[src/rtl/fecu_pkg.sv]
// Shared constants and types for the fire effect cell update block.
`timescale 1ns / 1ps
package fecu_pkg;

   // Grid geometry
   localparam int COLS   = 128;
   localparam int ROWS   = 128;
   localparam int CELLS  = COLS * ROWS;
   localparam int COL_W  = $clog2(COLS);
   localparam int ROW_W  = $clog2(ROWS);
   localparam int ADDR_W = $clog2(CELLS);

   // Port field widths
   localparam int FUNC_W  = 2;
   localparam int FIELD_W = 7;
   localparam int VAL_W   = 8;
   localparam int TAB_N   = 1 << FIELD_W;

   // Function codes on the request channel
   localparam logic [FUNC_W-1:0] FUNC_WRITE   = 2'd0;
   localparam logic [FUNC_W-1:0] FUNC_COMPUTE = 2'd1;
   localparam logic [FUNC_W-1:0] FUNC_READ    = 2'd2;

   // Averaging arithmetic: (sum * 32) / 129 via reciprocal and one correction
   localparam int SUM_W       = 10;
   localparam int SCALE_SHIFT = 5;
   localparam int PROD_W      = SUM_W + SCALE_SHIFT;
   localparam int DIV_SHIFT   = 7;
   localparam int DIVISOR     = (1 << DIV_SHIFT) + 1;
   localparam int RECIP_SHIFT = 22;
   localparam int RECIP_MUL   = (1 << RECIP_SHIFT) / DIVISOR;
   localparam int MULT_W      = 2 * PROD_W;

   // Queue between front and back
   localparam int QDEPTH = 2;
   localparam int QPTR_W = (QDEPTH > 1) ? $clog2(QDEPTH) : 1;
   localparam int QCNT_W = $clog2(QDEPTH + 1);

   typedef enum logic [1:0] {
      KIND_WRITE,
      KIND_COMPUTE,
      KIND_READ
   } kind_type;

   typedef logic [ADDR_W-1:0] addr_type;

   typedef struct packed {
      kind_type               kind;
      addr_type               here;
      addr_type [3:0]         nb;
      logic [VAL_W-1:0]       value;
   } job_type;

   typedef struct packed {
      logic    valid;
      job_type job;
   } q_wr_type;

   typedef logic [COL_W-1:0] col_tab_type [TAB_N];
   typedef logic [ROW_W-1:0] row_tab_type [TAB_N];

   function automatic col_tab_type col_tab_build();
      col_tab_type t;
      for (int i = 0; i < TAB_N; i++) begin
         t[i] = COL_W'(i % COLS);
      end
      return t;
   endfunction

   function automatic row_tab_type row_tab_build();
      row_tab_type t;
      for (int i = 0; i < TAB_N; i++) begin
         t[i] = ROW_W'(i % ROWS);
      end
      return t;
   endfunction

   // Reduction of the port's column and row fields into the grid
   localparam col_tab_type COL_TAB = col_tab_build();
   localparam row_tab_type ROW_TAB = row_tab_build();

endpackage

[src/rtl/fecu_queue.sv]
// Short job queue between the front end and the cell engine.
`timescale 1ns / 1ps
module fecu_queue (
   input  logic                clock,
   input  logic                reset,
   input  fecu_pkg::q_wr_type  q_wr,
   output logic                q_full,
   input  logic                q_pop,
   output logic                q_valid,
   output fecu_pkg::job_type   q_head
);
   import fecu_pkg::*;

   job_type             entries [QDEPTH];
   logic [QPTR_W-1:0]   wr_ptr_ff, wr_ptr_in;
   logic [QPTR_W-1:0]   rd_ptr_ff, rd_ptr_in;
   logic [QCNT_W-1:0]   count_ff, count_in;
   logic                do_pop;

   function automatic logic [QPTR_W-1:0] ptr_next(input logic [QPTR_W-1:0] p);
      return (p == QPTR_W'(QDEPTH - 1)) ? '0 : p + 1'b1;
   endfunction

   assign q_full  = (count_ff == QCNT_W'(QDEPTH));
   assign q_valid = (count_ff != '0);
   assign q_head  = entries[rd_ptr_ff];
   assign do_pop  = q_pop && q_valid;

   always_comb begin
      wr_ptr_in = q_wr.valid ? ptr_next(wr_ptr_ff) : wr_ptr_ff;
      rd_ptr_in = do_pop ? ptr_next(rd_ptr_ff) : rd_ptr_ff;
      case ({q_wr.valid, do_pop})
         2'b10:   count_in = count_ff + 1'b1;
         2'b01:   count_in = count_ff - 1'b1;
         default: count_in = count_ff;
      endcase
   end

   always_ff @(posedge clock) begin
      if (q_wr.valid) begin
         entries[wr_ptr_ff] <= q_wr.job;
      end
   end

   always_ff @(posedge clock) begin
      if (reset) begin
         wr_ptr_ff <= '0;
         rd_ptr_ff <= '0;
         count_ff  <= '0;
      end else begin
         wr_ptr_ff <= wr_ptr_in;
         rd_ptr_ff <= rd_ptr_in;
         count_ff  <= count_in;
      end
   end

endmodule

[config.mk]
export PLATFORM = sky130hd
export DESIGN_NAME = fecu_queue
export DESIGN_NICKNAME = d
export VERILOG_FILES = /design/src/rtl/fecu_pkg.sv /design/src/rtl/fecu_queue.sv
export SDC_FILE = /design/constraint.sdc
export NUM_CORES = 1
export LEC_CHECK = 0
export BUFFER_PORTS_ARGS = -buffer_cell sky130_fd_sc_hd__buf_2
export CORE_MARGIN = 8
export CORE_UTILIZATION = 30
export CTS_CLUSTER_DIAMETER = 80
export DETAILED_ROUTE_END_ITERATION = 7
export HOLD_SLACK_MARGIN = 0.1
export MAX_ROUTING_LAYER = met4
export PLACE_DENSITY_LB_ADDON = 0.25
export RECOVER_POWER = 100
export SKIP_CTS_REPAIR_TIMING = 1
export SLEW_MARGIN = 20
export SYNTH_ARGS = -nofsm -noshare
export SYNTH_HDL_FRONTEND = slang
export SYNTH_SLANG_ARGS = --single-unit
[constraint.sdc]
create_clock -name clock -period 12.33 [get_ports clock]
set_clock_uncertainty 0.05 [all_clocks]
set_input_delay 0.6165 -clock clock [delete_from_list [all_inputs] [get_ports clock]]
set_output_delay 0.6165 -clock clock [all_outputs]
set_load 0.05 [all_outputs]
==> results of run 1 <==
per-stage QoR:
step	hold slack (ns)	util	total power [W]	instances
3_3_place_gp	0.444	0.365	0.00119	695
4_1_cts	0.310	0.394	0.00170	726
5_1_grt	0.313	0.385	0.00173	728
6_report	0.332	0.385	0.00166	728
3_5_place_dp	0.454	0.366	0.00120	696
2_1_floorplan	0.420	-	0.00109	272
power by group through the flow:
stage / Combinational (W) / Sequential, W / Clock [W]
after floorplan: 0.000409 / 0.000680 / 0
after global placement: 0.000473 / 0.000721 / 0
after detailed placement: 0.000476 / 0.000723 / 0
after CTS: 0.000477 / 0.000711 / 0.000512
after global routing: 0.000501 / 0.000695 / 0.000534
final: 0.000477 / 0.000688 / 0.000496
final timing paths:
path | slack, ns | start | cells past startpoint | endpoint
hold reg to reg | 0.47 | rd_ptr_ff | 2 | rd_ptr_ff
hold / removal | 0.33 | q_wr[13] | 1 | entries[1][13]
setup reg to reg | 7.58 | wr_ptr_ff | 3 | entries[0][44]
setup / recovery | 6.92 | flop | 3 | q_head[26]
cell usage in the layout (no fill, tap or decap), types with 3 or more instances in the layout:
cell and n:
buf_2 52, clkinv_2 3, mux2_1 7, clkbuf_16 17, clkbuf_1 117, edfxtp_1 160
clkinv_1 4, nor2_1 5, mux2_2 73, dfxtp_1 5, xnor2_1 3
metal layers:
layer	GRT usage	vias up	routed length, um	share of wire
met5	-	-	0	0
met4	0.0462	0	223	0.018
met3	0.0356	13	789	0.065
met2	0.164	100	5930	0.49
met1	0.116	1524	5240	0.43
li1	-	1435	-	-
state kept, by name, indices dropped and copies added, names as in the netlist, named ones only:
register,flops
entries,160
count_ff,2
rd_ptr_ff,1
wr_ptr_ff,1
kinds of logic (layout without fill, tap and decap cells):
| group | after synthesis | after routing | synth area share |
|---|---|---|---|
| fa+ha+maj | 1 | 1 | 0.00210 |
| compound gates | 3 | 3 | 0.00294 |
| mux | 80 | 80 | 0.151 |
| flops | 165 | 165 | 0.822 |
| other cells | 0 | 1 | 0 |
| xor+xnor | 4 | 4 | 0.00587 |
| simple gates | 9 | 9 | 0.00776 |
| buf+inv | 10 | 200 | 0.00818 |
layout make-up:
cell class,instances,area [um^2],share of cell area
flip-flops and latches,165,4900,0.654
inverters,1,3.75,0.000501
clock inverters,12,114,0.0152
multi-input cells,97,1010,0.135
diodes,1,2.50,0.000334
repair buffers,169,699,0.0933
clock buffers,18,429,0.0572
well taps,265,332,0.0442
==> results by group, run 1 <==
Status
  • Status: finished, violations left
  • Failing checks: capacitance limit, slew limit

Hold path
  • Hold crit path type: in2reg

Yosys
  • Top post-synthesis cells by count: edfxtp_1, mux2_2, buf_2
  • Distinct cells, synth: 16
  • Sequential share of the synthesized area: 0.822
  • Most common cell in the netlist: edfxtp_1
  • FF+latch count, synth: 165
  • Synth Flop Type: edfxtp_1
  • Post-synth ARST share: 0
  • Area contributors post-synth: edfxtp_1, mux2_2, dfxtp_1
  • Gate Count Post-Synth: 272
  • Top cell type's share of synthesized area: 0.805
  • Post-synth EDFFs: 160
  • Syn nets: 357
  • Area of the mapped netlist: 0.00597 mm^2
  • Post-Syn Area per Cell: 21.9 um^2
  • Leading area contributor after synthesis: edfxtp_1
  • Yosys Warn Count: 0

Place
  • PortBufs: 165
  • Post-placement cell area: 0.00713 mm^2
  • Post-detail-place hpwl: 7990 um
  • Setup WS pre-CTS: 9.83 ns
  • GP Congestion: 0.729

Worst setup path
  • Worst-path maximum fanout: 44
  • Worst Setup Start Kind: flop
  • Top cell family by delay on the critical path: buffers and inverters
  • Worst EP arrival: 4.74 ns
  • CP Class: reg2out
  • Worst path bufs/invs: 2
  • CP cell instances: clkbuf_1 > mux2_2 > clkbuf_1
  • Peak per-stage delay on the critical path: 1.91 ns
  • Critical path's most frequent cell: clkbuf_1
  • Crit path capture type: output port
  • WP data required: 11.66 ns
  • Slowest CP cell: clkbuf_1

GRT
  • Total global routing overflow: 0
  • First-pass GRT wire length: 18600 um
  • Initial antenna violation count: 1
  • Largest net degree at the start of global routing: 81
  • Total track usage: 0.103
  • Via count of the first global-routing pass: 3522

Power and ir drop
  • Flop pwr share: 0.414
  • P per Cell Area: 221 mW/mm^2
  • LEAKAGE: 2.49 nW
  • Internal: 0.00108 W
  • Switch Pwr: 0.000579 W
  • Clock power share: 0.299
  • Comb pwr share: 0.287
  • Worst vdd ir: 0.108 mV
  • Switching Fraction: 0.349

CTS
  • CTS buffer count: 17
  • Clk Latency, worst-skew pair: 0.42 ns
  • Clock buffer depth: 2
  • Root buf cell: clkbuf_16
  • CTS tree: built
  • Clock transition at path regs: 0.06 ns
  • # H-tree levels: 4
  • # clock sinks: 165

Detailed routing
  • Vias: 3072
  • DRT antenna net count: 0
  • Residual DRC: 0
  • First-pass DRT Iterations: 4
  • WL final: 12200 um
  • DR vias/cell: 4.22
  • Mean routed wirelength per cell: 16.7 um
  • Initial DRC Count: 144

Timing
  • Post-route clock period utilization: 0.439
  • Slew Limit Headroom: -2.14
  • Tmin final: 5.41 ns
  • Worst Slack Setup Final: 6.92 ns
  • Slew Viols, Final: 209
  • Worst-Margin Slew: 4.71 ns
  • RSZ-0062 raised after global routing: false
  • Endpoints failing hold: 0
  • Final setup viols: 0
  • Max Freq: 0.185 GHz
  • Sum of negative setup slack: 0 ns

Job
  • MaxCap Viol Count: 4

Floorplan
  • Die width: 157 um
  • Ports: 166
  • DIE AREA: 0.0247 mm^2
  • Initial Util: 0.307
  • Die height: 157 um
  • CORE AREA: 0.0195 mm^2
  • Row cnt: 51

Cells and area
  • Count of nets after finishing: 536
  • Fraction of layout cells with a size suffix above 1: 0.331
  • Synthesis-to-finish area growth: 25.7%
  • Final Cell Area: 0.00750 mm^2
  • Fill count: 1867
(Power assumes the default switching activity.)
==> inputs of run 2 (changes only) <==
--- a/config.mk
+++ b/config.mk
@@ -5,6 +5,7 @@
 export SDC_FILE = /design/constraint.sdc
 export NUM_CORES = 1
 export LEC_CHECK = 0
+export ABC_AREA = 1
 export BUFFER_PORTS_ARGS = -buffer_cell sky130_fd_sc_hd__buf_2
 export CORE_MARGIN = 8
 export CORE_UTILIZATION = 30
==> constraint.sdc (replaced) <==
create_clock -name clock -period 4.7 [get_ports clock]
set_clock_uncertainty 0.05 [all_clocks]
set_input_delay 0.235 -clock clock [delete_from_list [all_inputs] [get_ports clock]]
set_output_delay 0.235 -clock clock [all_outputs]
set_load 0.05 [all_outputs]
==> run 2 against run 1 <==
Compared with the run above:
- the flow still finishes with violations (capacitance limit, slew limit)
- die area increased by 6.7%
- register-to-register slack worse by 6.1 ns
- sequential power increased to 2.5 times the previous value
- hold slack lost 0.15 ns
- total power rose by 130%
- sequential cell count is the same
- via count rose by 11%
- cell count rose by 15%
- worst setup slack worse by 5.5 ns
- non-clock buffer count increased by 82
- critical path depth did not move
- synthesized cell count up 5.1%
- largest cell class unchanged
==> results by group, run 2 <==
Status
  • Status: finished, violations left
  • Failing checks: capacitance limit, slew limit

Floorplan
  • Die height: 162 um (+3.3%)
  • Initial Util: 0.305 (-0.00142)
  • DIE AREA: 0.0263 mm^2 (+6.7%)
  • Ports: 166 (unchanged)
  • CORE AREA: 0.0210 mm^2 (+8.0%)
  • Die width: 162 um (+3.3%)
  • Row cnt: 53 (+3.9%)

GRT
  • Total global routing overflow: 0 (unchanged)
  • Via count of the first global-routing pass: 3496 (-0.74%)
  • Largest net degree at the start of global routing: 44 (-46%)
  • Initial antenna violation count: 0 (-1)
  • Total track usage: 0.0969 (-0.00624)
  • First-pass GRT wire length: 18800 um (+0.82%)

Yosys
  • Area contributors post-synth: edfxtp_1, mux2_4, buf_12
  • Most common cell in the netlist: edfxtp_1
  • FF+latch count, synth: 165 (unchanged)
  • Synth Flop Type: edfxtp_1
  • Syn nets: 371 (+3.9%)
  • Yosys Warn Count: 0 (unchanged)
  • Post-synth ARST share: 0 (unchanged)
  • Top post-synthesis cells by count: edfxtp_1, mux2_4, nor2_1
  • Leading area contributor after synthesis: edfxtp_1
  • Area of the mapped netlist: 0.00641 mm^2 (+7.5%)
  • Post-Syn Area per Cell: 22.4 um^2 (+2.2%)
  • Gate Count Post-Synth: 286 (+5.1%)
  • Distinct cells, synth: 13 (-3)
  • Sequential share of the synthesized area: 0.765 (-0.0574)
  • Top cell type's share of synthesized area: 0.749 (-0.0562)
  • Post-synth EDFFs: 160 (unchanged)

CTS
  • # H-tree levels: 4 (unchanged)
  • Clock transition at path regs: 0.06 ns (about the same)
  • Root buf cell: clkbuf_16
  • Clock buffer depth: 2 (unchanged)
  • # clock sinks: 165 (unchanged)
  • CTS buffer count: 17 (unchanged)
  • CTS tree: built
  • Clk Latency, worst-skew pair: 0.41 ns (about the same)

Worst setup path
  • Reg2reg start: wr_ptr_ff
  • Reg2reg end: entries[1][43]
  • Flop-to-flop setup slack: 1.44 ns (-6.14 ns)
  • Crit path capture type: flop
  • WP data required: 4.74 ns (-6.92 ns)
  • Worst Setup Start Kind: flop
  • CP Class: reg2reg
  • Worst-path maximum fanout: 42 (-4.5%)
  • FF-to-FF path depth: 3 (unchanged)
  • Worst EP arrival: 3.31 ns (-1.43 ns)

Timing
  • Slew Limit Headroom: -0.577 (+1.56)
  • Slew Viols, Final: 123 (-41%)
  • RSZ-0062 raised after global routing: false
  • Final setup viols: 0 (unchanged)
  • Worst-Margin Slew: 2.37 ns (-2.34 ns)
  • Max Freq: 0.306 GHz
  • Post-route clock period utilization: 0.695
  • Worst Slack Setup Final: 1.44 ns (-5.49 ns)
  • Sum of negative setup slack: 0 ns (unchanged)
  • Endpoints failing hold: 0 (unchanged)
  • Tmin final: 3.26 ns

Power and ir drop
  • P per Cell Area: 439 mW/mm^2 (+98%)
  • Worst vdd ir: 0.212 mV (+96%)
  • LEAKAGE: 3.09 nW (+24%)
  • PnR Total Power: 0.00380 W (+130%)

Cells and area
  • Biggest register: entries
  • N_diodes: 0 (-1)
  • Final Cell Area: 0.00866 mm^2 (+16%)
  • Commonest non-fill, non-tap cell in the layout: edfxtp_1
  • Most frequent cells in the layout: edfxtp_1, clkbuf_1, dlygate4sd3_1, mux2_4, buf_2
  • Max FFs per register: 160 (unchanged)
  • Synthesis-to-finish area growth: 35.0%
  • Fill count: 1962 (+5.1%)
  • Fraction of layout cells with a size suffix above 1: 0.252 (-0.0794)
  • Count of nets after finishing: 632 (+18%)
  • Biggest regs: entries (160), count_ff (2)

Place
  • Post-detail-place hpwl: 8510 um (+6.5%)
  • PortBufs: 165 (unchanged)
  • GP Congestion: 0.698 (-4.2%)
  • Setup WS pre-CTS: 2.54 ns (-7.29 ns)
  • Post-placement cell area: 0.00747 mm^2 (+4.8%)

Detailed routing
  • First-pass DRT Iterations: 4 (unchanged)
  • Mean routed wirelength per cell: 15.5 um (-7.4%)
  • DR vias/cell: 4.10 (-2.9%)
  • Initial DRC Count: 90 (-38%)
  • DRT antenna net count: 0 (unchanged)
  • WL final: 12900 um (+6.2%)
  • Residual DRC: 0 (unchanged)
  • Vias: 3423 (+11%)

Job
  • MaxCap Viol Count: 3 (-1)

Hold path
  • Min-Delay Endpoint: rd_ptr_ff
  • Hold Crit Start: q_pop
  • Hold Crit Depth: 5 (+4)
  • Hold crit path type: in2reg
-- run 2: power by group --
group          switching, W  internal (W)  leakage, nW
clock              0.000563      0.000733        0.260
sequential        0.0000456       0.00171         1.54
combinational      0.000495      0.000254         1.29
total               0.00110       0.00269         3.09
-- run 2: area by class of cell --
cell class	count	area, um^2	area share
Sequential cell	165	4910	0.567
Timing Repair Buffer	251	1510	0.174
Multi-Input combinational cell	103	1310	0.151
Inverter	9	35.0	0.00405
Clock inverter	14	126	0.0146
Clock buffer	18	429	0.0496
Tap cell	275	344	0.0397
-- run 2: critical path, stage by stage (launching register included) --
cell,delay (ns)
dfxtp_1,0.34
nand2_1,0.08
clkinvlp_2,1.53
buf_4,0.92
-- run 2: metrics by stage --
stage          cells   util  hold WS, ns
2_1_floorplan    286      -        0.264
3_3_place_gp     721  0.355        0.370
3_5_place_dp     721  0.355        0.371
4_1_cts          753  0.382      -0.0734
5_1_grt          835  0.412        0.196
6_report         835  0.412        0.177
-- run 2: worst max path at each step --
stage | from | end | slack [ns] | depth (start not counted)
after floorplan | wr_ptr_ff | entries[0][0] | 0.48 | 1
after global placement | flop | q_head[46] | 2.57 | 3
after detailed placement | flop | q_head[23] | 2.54 | 3
after CTS | flop | q_head[23] | 2.08 | 3
after global routing | wr_ptr_ff | entries[1][24] | 1.08 | 3
final | wr_ptr_ff | entries[1][43] | 1.44 | 3
-- run 2: cells by family (layout without fill, tap and decap cells) --
kind of cell / after synthesis / in the layout / synth area share
buf+inv: 18 / 292 / 0.0320
mux: 80 / 80 / 0.187
fa+ha+maj: 1 / 1 / 0.00195
simple gates: 19 / 19 / 0.0117
flops: 165 / 165 / 0.765
compound gates: 3 / 3 / 0.00234
-- run 2: metal layers --
| metal | routed length, um | share of wire | global-route usage |
|---|---|---|---|
| met2 | 6640 | 0.51 | 0.168 |
| met4 | 143 | 0.011 | 0.0354 |
| met5 | 0 | 0 | - |
| met1 | 5400 | 0.42 | 0.0996 |
| met3 | 762 | 0.059 | 0.0354 |
