<file path="src/rtl/fecu_pkg.sv">
// Shared constants and types for the fire effect cell update block.
`timescale 1ns / 1ps
package fecu_pkg;

   // Grid geometry
   localparam int COLS   = 128;
   localparam int ROWS   = 128;
   localparam int CELLS  = COLS * ROWS;
   localparam int COL_W  = $clog2(COLS);
   localparam int ROW_W  = $clog2(ROWS);
   localparam int ADDR_W = $clog2(CELLS);

   // Port field widths
   localparam int FUNC_W  = 2;
   localparam int FIELD_W = 7;
   localparam int VAL_W   = 8;
   localparam int TAB_N   = 1 << FIELD_W;

   // Function codes on the request channel
   localparam logic [FUNC_W-1:0] FUNC_WRITE   = 2'd0;
   localparam logic [FUNC_W-1:0] FUNC_COMPUTE = 2'd1;
   localparam logic [FUNC_W-1:0] FUNC_READ    = 2'd2;

   // Averaging arithmetic: (sum * 32) / 129 via reciprocal and one correction
   localparam int SUM_W       = 10;
   localparam int SCALE_SHIFT = 5;
   localparam int PROD_W      = SUM_W + SCALE_SHIFT;
   localparam int DIV_SHIFT   = 7;
   localparam int DIVISOR     = (1 << DIV_SHIFT) + 1;
   localparam int RECIP_SHIFT = 22;
   localparam int RECIP_MUL   = (1 << RECIP_SHIFT) / DIVISOR;
   localparam int MULT_W      = 2 * PROD_W;

   // Queue between front and back
   localparam int QDEPTH = 2;
   localparam int QPTR_W = (QDEPTH > 1) ? $clog2(QDEPTH) : 1;
   localparam int QCNT_W = $clog2(QDEPTH + 1);

   typedef enum logic [1:0] {
      KIND_WRITE,
      KIND_COMPUTE,
      KIND_READ
   } kind_type;

   typedef logic [ADDR_W-1:0] addr_type;

   typedef struct packed {
      kind_type               kind;
      addr_type               here;
      addr_type [3:0]         nb;
      logic [VAL_W-1:0]       value;
   } job_type;

   typedef struct packed {
      logic    valid;
      job_type job;
   } q_wr_type;

   typedef logic [COL_W-1:0] col_tab_type [TAB_N];
   typedef logic [ROW_W-1:0] row_tab_type [TAB_N];

   function automatic col_tab_type col_tab_build();
      col_tab_type t;
      for (int i = 0; i < TAB_N; i++) begin
         t[i] = COL_W'(i % COLS);
      end
      return t;
   endfunction

   function automatic row_tab_type row_tab_build();
      row_tab_type t;
      for (int i = 0; i < TAB_N; i++) begin
         t[i] = ROW_W'(i % ROWS);
      end
      return t;
   endfunction

   // Reduction of the port's column and row fields into the grid
   localparam col_tab_type COL_TAB = col_tab_build();
   localparam row_tab_type ROW_TAB = row_tab_build();

endpackage

</file>
<file path="src/rtl/fecu_front.sv">
// Front end: takes request transactions, decodes them and forms cell addresses.
`timescale 1ns / 1ps
module fecu_front (
   input  logic                          req_valid,
   output logic                          req_ready,
   input  logic [fecu_pkg::FUNC_W-1:0]   req_func,
   input  logic [fecu_pkg::FIELD_W-1:0]  req_col,
   input  logic [fecu_pkg::FIELD_W-1:0]  req_row,
   input  logic [fecu_pkg::VAL_W-1:0]    req_value,
   input  logic                          q_full,
   input  logic                          clearing,
   output fecu_pkg::q_wr_type            q_wr
);
   import fecu_pkg::*;

   logic [COL_W-1:0] col_r, col_left, col_right;
   logic [ROW_W-1:0] row_r, row_1, row_2;
   kind_type         kind;

   function automatic logic [COL_W-1:0] col_inc(input logic [COL_W-1:0] c);
      return (c == COL_W'(COLS - 1)) ? '0 : c + 1'b1;
   endfunction

   function automatic logic [COL_W-1:0] col_dec(input logic [COL_W-1:0] c);
      return (c == '0) ? COL_W'(COLS - 1) : c - 1'b1;
   endfunction

   function automatic logic [ROW_W-1:0] row_inc(input logic [ROW_W-1:0] r);
      return (r == ROW_W'(ROWS - 1)) ? '0 : r + 1'b1;
   endfunction

   function automatic addr_type addr_of(input logic [ROW_W-1:0] r,
                                        input logic [COL_W-1:0] c);
      return ADDR_W'(r) * ADDR_W'(COLS) + ADDR_W'(c);
   endfunction

   assign col_r     = COL_TAB[req_col];
   assign row_r     = ROW_TAB[req_row];
   assign col_left  = col_dec(col_r);
   assign col_right = col_inc(col_r);
   assign row_1     = row_inc(row_r);
   assign row_2     = row_inc(row_1);

   always_comb begin
      case (req_func)
         FUNC_WRITE:   kind = KIND_WRITE;
         FUNC_COMPUTE: kind = KIND_COMPUTE;
         FUNC_READ:    kind = KIND_READ;
         default:      kind = KIND_READ; // spare code behaves as a read
      endcase
   end

   assign req_ready = !q_full && !clearing;

   always_comb begin
      q_wr.valid     = req_valid && req_ready;
      q_wr.job.kind  = kind;
      q_wr.job.here  = addr_of(row_r, col_r);
      q_wr.job.nb[0] = addr_of(row_1, col_left);
      q_wr.job.nb[1] = addr_of(row_1, col_r);
      q_wr.job.nb[2] = addr_of(row_1, col_right);
      q_wr.job.nb[3] = addr_of(row_2, col_r);
      q_wr.job.value = req_value;
   end

endmodule

</file>
<file path="config.mk">
export PLATFORM = sky130hd
export DESIGN_NAME = fecu_front
export DESIGN_NICKNAME = d
export VERILOG_FILES = /design/src/rtl/fecu_pkg.sv /design/src/rtl/fecu_front.sv
export SDC_FILE = /design/constraint.sdc
export NUM_CORES = 1
export LEC_CHECK = 0
export ABC_AREA = 1
export ABC_CLOCK_PERIOD_IN_PS = 1540
export BUFFER_PORTS_ARGS = -buffer_cell sky130_fd_sc_hd__buf_4
export CAP_MARGIN = 15
export CORE_MARGIN = 2
export CORE_UTILIZATION = 37
export DETAILED_ROUTE_END_ITERATION = 10
export GPL_TIMING_DRIVEN = 1
export PLACE_DENSITY = 0.93
export SLEW_MARGIN = 15
export SYNTH_ARGS = -nofsm -noshare
export SYNTH_HDL_FRONTEND = slang
export SYNTH_SLANG_ARGS = --single-unit
</file>
<file path="constraint.sdc">
create_clock -name vclk -period 1.54
set_input_delay 0.154 -clock vclk [all_inputs]
set_output_delay 0.154 -clock vclk [all_outputs]
set_load 0.05 [all_outputs]
</file>
==> results.yml, run 1 <==
finish:
  fin_nets: 272
  seq_cells: 0
  final.clkbuf_count: 0
  layout.cells.non_filler: 269
  diodes: 0
  seqCellArea_um2: 0
  layout-drive-gt1-share: 0.6778
  syn_to_final_growth_pct: 76.98
synthesis:
  synth_top_area_cell: "buf_4"
  avgSynthCellArea_um2: 5.712
  syn_nets: 208
  synth_common_cells: "buf_4 (50), nand2_1 (29), inv_1 (28)"
  yosys-top-cells-area: "buf_4 (37%), nand2_1 (11%), inv_1 (10%)"
  synth-seq-area-share: 0
  synth_cell_types: 24
  synth_warnings: 0
  yosys.area.top_type_share: 0.3713
  synth_most_common_cell: "buf_4"
  synthesis.area_mm2: 0.001011
  synthCells: 177
sta:
  hold_violations: 0
  finalSetupViolations: 5
  min_period_ns: 1.617
  slew_violations: 0
  max_freq_mhz: 618.5
  rsz0062_at_grt: "yes"
  final.setup.worst_slack_ns: -0.07689
  slew_headroom: 0.8654
  worst_pin_slew_ns: 0.2013
  fin_crit_sh: 1.050
detailed_routing:
  wl_per_cell_um: 12.42
  vias: 1230
  totalWireLength_um: 3342
  detail_route.vias_per_cell: 4.572
  dr.pass1.iters: 4
  antenna_left: 0
  drc: 0
  drt_iter0_markers: 30
floorplanning:
  die-area_mm2: 0.003166
  io_pins: 109
  core_mm2: 0.002522
  die_h_um: 56.27
  rows: 18
  start_util: 0.4008
  die_x_um: 56.27
placed_design:
  dp_slack_ns: -0.1219
  place_congestion: 0.7500
  dp.cells: 265
  numPortBuffers: 93
  hpwl_um: 2388
power_and_ir_drop:
  total_power_w: 0.001043
  p_switching_w: 0.0007138
  combinationalPowerShare: 1.000
  pwr-share-clk: 0
  vdd_drop_max_mv: 0.5028
  sw_frac_of_total: 0.6842
  powerDensity_mw_per_mm2: 583.1
  seq_power_share: 0
  power.internal_w: 0.0003294
  total_leakage_power_nw: 0.9810
global_route:
  grt_pass1_vias: 1030
  grt-ovfl-total: 0
  grt_use_met2: 0.3412
  busiest_layer: "met2"
  grt_max_degree: 10
  met3_usage: 0.03917
  grt_pass1_wl_um: 4374
  antenna_found_initial: 0
  gr-usage-all-layers: 0.1637
  grt_use_met1: 0.1593
setup_path:
  required_ns: 1.39
  crit_path_cell_trace: "buf_8 -> ha_4 -> nand2_4 -> nand2_4 -> nor2_4 -> nand3_4 -> nor2_4 -> nand2_4 -> nand2_2 -> clkinvlp_4 -> buf_8"
  path_class: "in2out"
  end_kind: "primary output"
  path_common_cell: "nand2_4"
  cpPeakStageDelay_ns: 0.17
  crit_fanout: 4
  arrival_ns: 1.46
  cp_slowest_cell: "ha_4"
  cp-start-kind: "input pin"
run_status:
  violations: "negative setup slack"
  status: "finished, violations left"
hold_path:
  hold_path_class: "in2out"
run:
  drv_cap: 0
-- placed cells by master (no fill, tap or decap) --
| cell type | count |
|---|---|
| a21oi_1 | 1 |
| buf_4 | 105 |
| buf_6 | 5 |
| buf_8 | 4 |
| clkinv_1 | 1 |
| clkinvlp_4 | 8 |
| ha_1 | 2 |
| ha_4 | 2 |
| inv_1 | 20 |
| inv_2 | 2 |
| nand2_1 | 19 |
| nand2_2 | 10 |
| nand2_4 | 5 |
| nand3_1 | 7 |
| nand3_2 | 3 |
| nand3_4 | 4 |
| nand4_1 | 2 |
| nor2_1 | 15 |
| nor2_2 | 3 |
| nor2_4 | 6 |
| nor3_2 | 1 |
| nor3b_1 | 1 |
| nor3b_2 | 1 |
| o21ai_0 | 1 |
| o21ai_2 | 1 |
| o21bai_2 | 1 |
| o31ai_1 | 1 |
| xnor2_2 | 1 |
| xor2_1 | 7 |
-- power groups by stage --
stage	Sequential [W]	Combinational (W)	Clock, W
final	0	0.00104	0
after global placement	0	0.000960	0
after floorplan	0	0.000793	0
after global routing	0	0.00108	0
after detailed placement	0	0.000972	0
after CTS	0	0.00101	0
-- layer usage --
| layer | wire length (um) | share of wire |
|---|---|---|
| met4 | 56 | 0.017 |
| met1 | 1101 | 0.33 |
| met2 | 1895 | 0.57 |
| met5 | 0 | 0 |
| met3 | 289 | 0.086 |
-- area by class of cell --
class                      instances  area [um^2]
tap                               30        37.54
timing repair buffer             114        904.6
multi-input combinational         94        700.7
fill                             189        733.2
inverter                          31        146.4
-- stage by stage --
stage | hold WS [ns] | TNS (ns) | area (um^2) | util
6_report | 0.3081 | -0.2997 | 1789 | 0.7093
5_1_grt | 0.3081 | -0.6285 | 1789 | 0.7093
4_1_cts | 0.3083 | -0.03650 | 1704 | 0.6756
3_5_place_dp | 0.3083 | -0.5085 | 1600 | 0.6344
3_3_place_gp | 0.3083 | -0.3279 | 1600 | 0.6344
2_1_floorplan | 0.4751 | -0.5360 | 1121 | -
-- logic make-up after synthesis --
family,synth area share
XOR/XNOR,0.06931
adder cells (fa/ha/maj),0.04951
buffers and inverters,0.4950
AND/OR/NAND/NOR,0.3564
AO/OA/AOI/OAI,0.02969
-- critical path, delay by kind of cell --
family        cells  cell delay, ns
fa+ha+maj         1            0.17
buf+inv           3            0.35
simple gates      7            0.80
-- path summary, 6_finish.rpt --
check / cells past startpoint / to / slack (ns) / start
max: 11 / q_wr[62] / -0.08 / req_row[1]
min: 0 / q_wr[2] / 0.31 / req_value[2]
-- what timing repair did --
item | 4_1_cts | 5_1_grt
endpoints found under the setup margin | 5 | 8
pin swaps | 11 | 18
gates cloned | 0 | 0
buffers inserted | 2 | 2
gates resized for setup | 23 | 16
hold buffers | 0 | 0
No activity file was read; power rests on OpenSTA's default activity.
==> inputs of run 2 (changes only) <==
- SETUP_SLACK_MARGIN: not set -> 0.3
==> run 2 against run 1 <==
Effect of this change: the run now fails in global routing; synthesized area stayed put; synthesized cell count stayed put.
==> results.yml, run 2 <==
synthesis:
  avgSynthCellArea_um2: 5.712
  synthCells: 177
  synthesis.area_mm2: 0.001011
  synth_top_family_by_area: "buffers and inverters"
  synth_xor_area_frac: 0.06931
  yosys.area.top_type_share: 0.3713
  synth_simple_gate_area_share: 0.3564
  syn_nets: 208
  synth_most_common_cell: "buf_4"
  synth_top_area_cell: "buf_4"
  synth-compound-area-share: 0.02970
  synth_common_cells: "buf_4 (50), nand2_1 (29), inv_1 (28)"
  yosys-mux-area-fraction: 0
  synth-adder-area-share: 0.04950
  synth-seq-area-share: 0
  yosys-top-cells-area: "buf_4 (37%), nand2_1 (11%), inv_1 (10%)"
  synth_warnings: 0
  synth_cell_types: 24
floorplanning:
  start_util: 0.4008
  io_pins: 109
  rows: 18
  die_x_um: 56.27
  die_h_um: 56.27
run_status:
  stop_stage: "global routing"
  error: "[ERROR DPL-0038] Utilization greater than 100%, impossible to legalize"
  status: "did not finish"
sta:
  worstEndpointType: "primary output"
  grt-worst-endpoint: "q_wr[62]"
placed_design:
  dp.cells: 265
  hpwl_um: 2560
  numPortBuffers: 93
  place_congestion: 0.8458
global_route:
  grt_max_degree: 10
-- run 2: cell counts after synthesis --
Identical to the previous run, type by type.
-- run 2: cell families after synthesis --
kind of cell             count (synthesis)
AND/OR/NAND/NOR                         77
XOR/XNOR                                 8
adder cells (fa/ha/maj)                  4
AO/OA/AOI/OAI                            5
buffers and inverters                   83
-- run 2: timing repair --
| item | in CTS |
|---|---|
| endpoints found under the setup margin | 38 |
| pin swaps | 39 |
| hold buffers | 0 |
| resized for setup | 95 |
| setup buffers | 15 |
| hold endpoints to repair | 0 |
-- run 2: per-stage QoR --
stage	instance area [um^2]	setup TNS (ns)	worst slack (ns)	utilization
floorplan	1284	-0.3519	-0.09203	-
global placement	1760	-0.4116	-0.09948	0.6979
detailed placement	1760	-0.6633	-0.1501	0.6979
CTS	2245	-0.1365	-0.03688	0.8899
==> inputs of run 3 (changes only) <==
- CORE_AREA: not set -> 2 2 63 65
- CORE_MARGIN: 2 -> not set
- CORE_UTILIZATION: 37 -> not set
- DIE_AREA: not set -> 0 0 65 67
- PLACE_DENSITY: 0.93 -> not set
- PLACE_DENSITY_LB_ADDON: not set -> 0.15
- SETUP_SLACK_MARGIN: 0.3 -> not set
==> run 3 against run 2 <==
Effect of this change: the flow now finishes without violations.
==> results.yml, run 3 (same netlist as run 1, synthesis figures left out) <==
run_status:
  status: "finished, final reports clean"
floorplanning:
  die-area_mm2: 0.004355
  rows: 22
  die_x_um: 65
  start_util: 0.2804
  die_h_um: 67
  core_mm2: 0.003606
  io_pins: 109
run:
  drv_cap: 0
power_and_ir_drop:
  pwr-share-clk: 0
  powerDensity_mw_per_mm2: 576.9
  p_switching_w: 0.0006903
  sw_frac_of_total: 0.6807
  total_leakage_power_nw: 0.9612
  seq_power_share: 0
  vdd_drop_max_mv: 0.2392
  combinationalPowerShare: 1.000
  power.internal_w: 0.0003238
global_route:
  antenna_found_initial: 0
  gr-usage-all-layers: 0.1115
  grt_pass1_wl_um: 4119
  grt_pass1_vias: 998
  grt_max_degree: 10
  grt-ovfl-total: 0
hold_path:
  hp-start: "req_value[5]"
  whs_path_depth: 0
  hold_path_class: "in2out"
sta:
  finalSetupViolations: 0
  slew_headroom: 0.8675
  final.setup.worst_slack_ns: 0.007780
  worst_pin_slew_ns: 0.1985
  rsz0062_at_grt: "yes"
  slew_violations: 0
  max_freq_mhz: 652.6
  fin_crit_sh: 0.9949
  hold_violations: 0
  min_period_ns: 1.532
  timing.hold.ws_ns: 0.3080
setup_path:
  path_class: "in2out"
  arrival_ns: 1.38
  crit_fanout: 4
  cp-start-kind: "input pin"
  required_ns: 1.39
  end_kind: "primary output"
  crit_start: "req_row[1]"
placed_design:
  dp.cells: 284
  dp_slack_ns: -0.1224
  hpwl_um: 2378
  place_congestion: 0.7386
  numPortBuffers: 93
finish:
  post-route-util: 0.4875
  nFillCells: 372
  diodes: 0
  final.clkbuf_count: 0
  final_cell_mix: "buf_4 (104), nand2_1 (21), inv_1 (19)"
  layout-drive-gt1-share: 0.6709
  fin_nets: 270
  seq_cells: 0
  seqCellArea_um2: 0
  layout.cells.non_filler: 285
  final_common_cell: "buf_4"
  syn_to_final_growth_pct: 73.89
detailed_routing:
  totalWireLength_um: 2684
  drt_iter0_markers: 8
  vias: 1149
  antenna_left: 0
  detail_route.vias_per_cell: 4.032
  dr.pass1.iters: 3
  drc: 0
  wl_per_cell_um: 9.418
==> run 3: critical path: stages <==
cell	delay, ns
buf_8	0.11
ha_4	0.17
nand2_4	0.09
nand2_4	0.07
nor2_2	0.12
nand3_2	0.09
xnor2_1	0.16
clkinv_1	0.09
nand2_2	0.08
clkinvlp_4	0.08
buf_8	0.15
==> run 3: cell type report <==
cell class	count	area, um^2	share of cell area
timing repair buffer	112	885.9	0.5039
inverter	31	146.4	0.08327
tap	48	60.06	0.03416
multi-input combinational	94	665.6	0.3786
==> run 3: what timing repair did <==
| item | 4_1_cts | 5_1_grt |
|---|---|---|
| hold buffers | 0 | 0 |
| gates resized for setup | 20 | 13 |
| pin swaps | 10 | 7 |
| buffers inserted | 1 | 0 |
| setup endpoints to repair | 5 | 10 |
==> run 3: final timing paths <==
check / slack, ns / to
worst max-delay path: 0.008 / q_wr[60]
worst min-delay path: 0.31 / q_wr[5]
==> run 3: routing by layer <==
metal	vias to the layer above	global-route usage	share of wire
li1	605	-	-
met1	473	0.1530	0.44
met2	67	0.1907	0.45
met3	4	0.01858	0.11
met4	0	0.005319	0.0045
met5	-	0	0
==> run 3: power by group through the flow <==
stage | sequential, W | clock (W) | combinational [W]
floorplan | 0 | 0 | 0.000793
global placement | 0 | 0 | 0.000979
detailed placement | 0 | 0 | 0.000977
CTS | 0 | 0 | 0.00101
global route | 0 | 0 | 0.00106
finish | 0 | 0 | 0.00101
==> run 3: per-stage QoR <==
step	setup TNS (ns)	total power (W)	area [um^2]
6_report	0	0.001014	1758
3_3_place_gp	-0.4165	0.0009786	1630
3_5_place_dp	-0.4925	0.0009767	1630
4_1_cts	-0.03270	0.001007	1707
5_1_grt	-0.2857	0.001063	1758
2_1_floorplan	-0.5360	0.0007933	1121
==> inputs of run 4 (changes only) <==
- ABC_AREA: 1 -> not set
- TNS_END_PERCENT: not set -> 30
==> run 4 against run 3 <==
Effect of this change: via count fell by 9.8%; critical path depth fell by 3; sequential cell count unchanged; maximum frequency rose by 0.29%; combinational power hardly changed; first-iteration DRC count increased to 5.4 times the previous value; die area stayed put; setup slack improved by 0.0045 ns; routed wire length down 1.7%.
==> results.yml, run 4 <==
power_and_ir_drop:
  total_leakage_power_nw: 0.8578
  powerDensity_mw_per_mm2: 597.4
  combinationalPowerShare: 1.000
  sw_frac_of_total: 0.6768
  p_switching_w: 0.0006925
  pwr-share-clk: 0
  vdd_drop_max_mv: 0.2819
  seq_power_share: 0
  power.internal_w: 0.0003307
synthesis:
  synth_cell_types: 23
  synth_common_cells: "buf_4 (52), nor2_1 (16), xnor2_1 (12)"
  synth_top_area_cell: "buf_4"
  synthCells: 144
  synthesis.area_um2: 938.4
  synth_warnings: 0
  synth_most_common_cell: "buf_4"
  yosys-top-cells-area: "buf_4 (42%), xnor2_1 (11%), xor2_1 (7.5%)"
  yosys.area.top_type_share: 0.4160
  synth-seq-area-share: 0
  syn_nets: 175
  avgSynthCellArea_um2: 6.517
global_route:
  grt_max_degree: 11
  antenna_found_initial: 0
  grt-ovfl-total: 0
  gr-usage-all-layers: 0.1153
  grt_pass1_wl_um: 4243
  grt_pass1_vias: 954
clock_network:
  ctsHoldBuffers: 0
setup_path:
  crit_path_cell_trace: "buf_8 -> buf_6 -> nand4_1 -> or3_4 -> a21oi_4 -> xor2_2 -> nor2_4 -> buf_6"
  critical_path_depth: 8
  path_common_cell: "buf_6"
  critPathBufInv: 3
  crit_fanout: 5
  critPathTopFamily: "simple AND/OR/NAND/NOR gates"
  required_ns: 1.39
  cp-endpoint: "q_wr[62]"
  arrival_ns: 1.37
  cp-start-kind: "input pin"
  cpPeakStageDelay_ns: 0.36
  cp_slowest_cell: "or3_4"
  end_kind: "primary output"
  crit_start: "req_row[1]"
  path_class: "in2out"
finish:
  final_common_cell: "buf_4"
  final.clkbuf_count: 0
  final_cell_mix: "buf_4 (104), buf_6 (10), nand2_1 (9), xnor2_1 (9), nor2_1 (8)"
  syn_to_final_growth_pct: 82.53
  layout-drive-gt1-share: 0.7059
  seqCellArea_um2: 0
  layout.cells.non_filler: 252
  fin_nets: 237
  diodes: 0
  post-route-util: 0.4750
  seq_cells: 0
sta:
  slew_violations: 0
  rsz0062_at_grt: "yes"
  finalSetupViolations: 0
  max_freq_mhz: 654.6
  worst_pin_slew_ns: 0.2943
  hold_violations: 0
  slew_headroom: 0.8023
  fin_crit_sh: 0.9920
  timing.hold.ws_ns: 0.3080
  min_period_ns: 1.528
run:
  drv_cap: 0
floorplanning:
  die-area_mm2: 0.004355
  die_h_um: 67
  die_x_um: 65
  start_util: 0.2602
  core_mm2: 0.003606
  io_pins: 109
  rows: 22
detailed_routing:
  wl_per_cell_um: 10.47
  dr.pass1.iters: 4
  drc: 0
  vias: 1036
  drt_iter0_markers: 43
  totalWireLength_um: 2639
  detail_route.vias_per_cell: 4.111
  antenna_left: 0
placed_design:
  place_congestion: 0.7442
  numPortBuffers: 93
  hpwl_um: 2200
  dp.cells: 250
hold_path:
  hp-start: "req_value[0]"
  hold_path_class: "in2out"
run_status:
  status: "finished, final reports clean"
run 4: final cells by class:
type	instances	area (um^2)
fill	361	1893
timing repair buffer	116	928.4
multi-input combinational	80	694.4
tap	48	60.06
inverter	8	30.03
run 4: worst min-delay path by stage:
stage                           to  slack, ns  depth (start not counted)
final                      q_wr[0]       0.31                          0
after global routing       q_wr[7]       0.31                          0
after CTS                  q_wr[1]       0.31                          0
after detailed placement   q_wr[1]       0.31                          0
after global placement     q_wr[1]       0.31                          0
after floorplan           q_wr[15]       0.38                          1
run 4: kinds of logic after synthesis:
logic type / count (synthesis) / share of synthesized area
xor gates and xnor gates: 20 / 0.1867
buffers and inverters: 64 / 0.4720
adders and majority gates: 4 / 0.05334
and+or+nand+nor: 48 / 0.2413
AOI/OAI and AO/OA: 8 / 0.04666
run 4: per-stage QoR:
| step | TNS [ns] | area [um^2] | setup slack, ns | total power, W |
|---|---|---|---|---|
| CTS | -0.02479 | 1679 | -0.01779 | 0.001018 |
| floorplan | -1.439 | 1039 | -0.1953 | 0.0008053 |
| finish | 0 | 1713 | 0.01226 | 0.001023 |
| detailed placement | -1.156 | 1541 | -0.1779 | 0.0009791 |
| global route | -0.2112 | 1713 | -0.05218 | 0.001069 |
| global placement | -0.9278 | 1541 | -0.1965 | 0.0009784 |
run 4: layer usage:
layer	GRT usage	vias to the layer above	wire length [um]	share of wire
met4	0	0	0	0
met1	0.1338	463	978	0.37
li1	-	522	-	-
met2	0.2371	51	1466	0.56
met5	0	-	0	0
met3	0.01182	0	194	0.074
run 4: repair_timing:
action	4_1_cts	5_1_grt
setup endpoints to repair	13	16
buffers inserted	1	1
pin swaps	7	5
hold endpoints to repair	0	0
gates resized for setup	24	8
run 4: power by group through the flow:
stage | combinational [W] | sequential, W | clock, W
2_1_floorplan | 0.000805 | 0 | 0
3_3_place_gp | 0.000978 | 0 | 0
3_5_place_dp | 0.000979 | 0 | 0
4_1_cts | 0.00102 | 0 | 0
5_1_grt | 0.00107 | 0 | 0
6_report | 0.00102 | 0 | 0
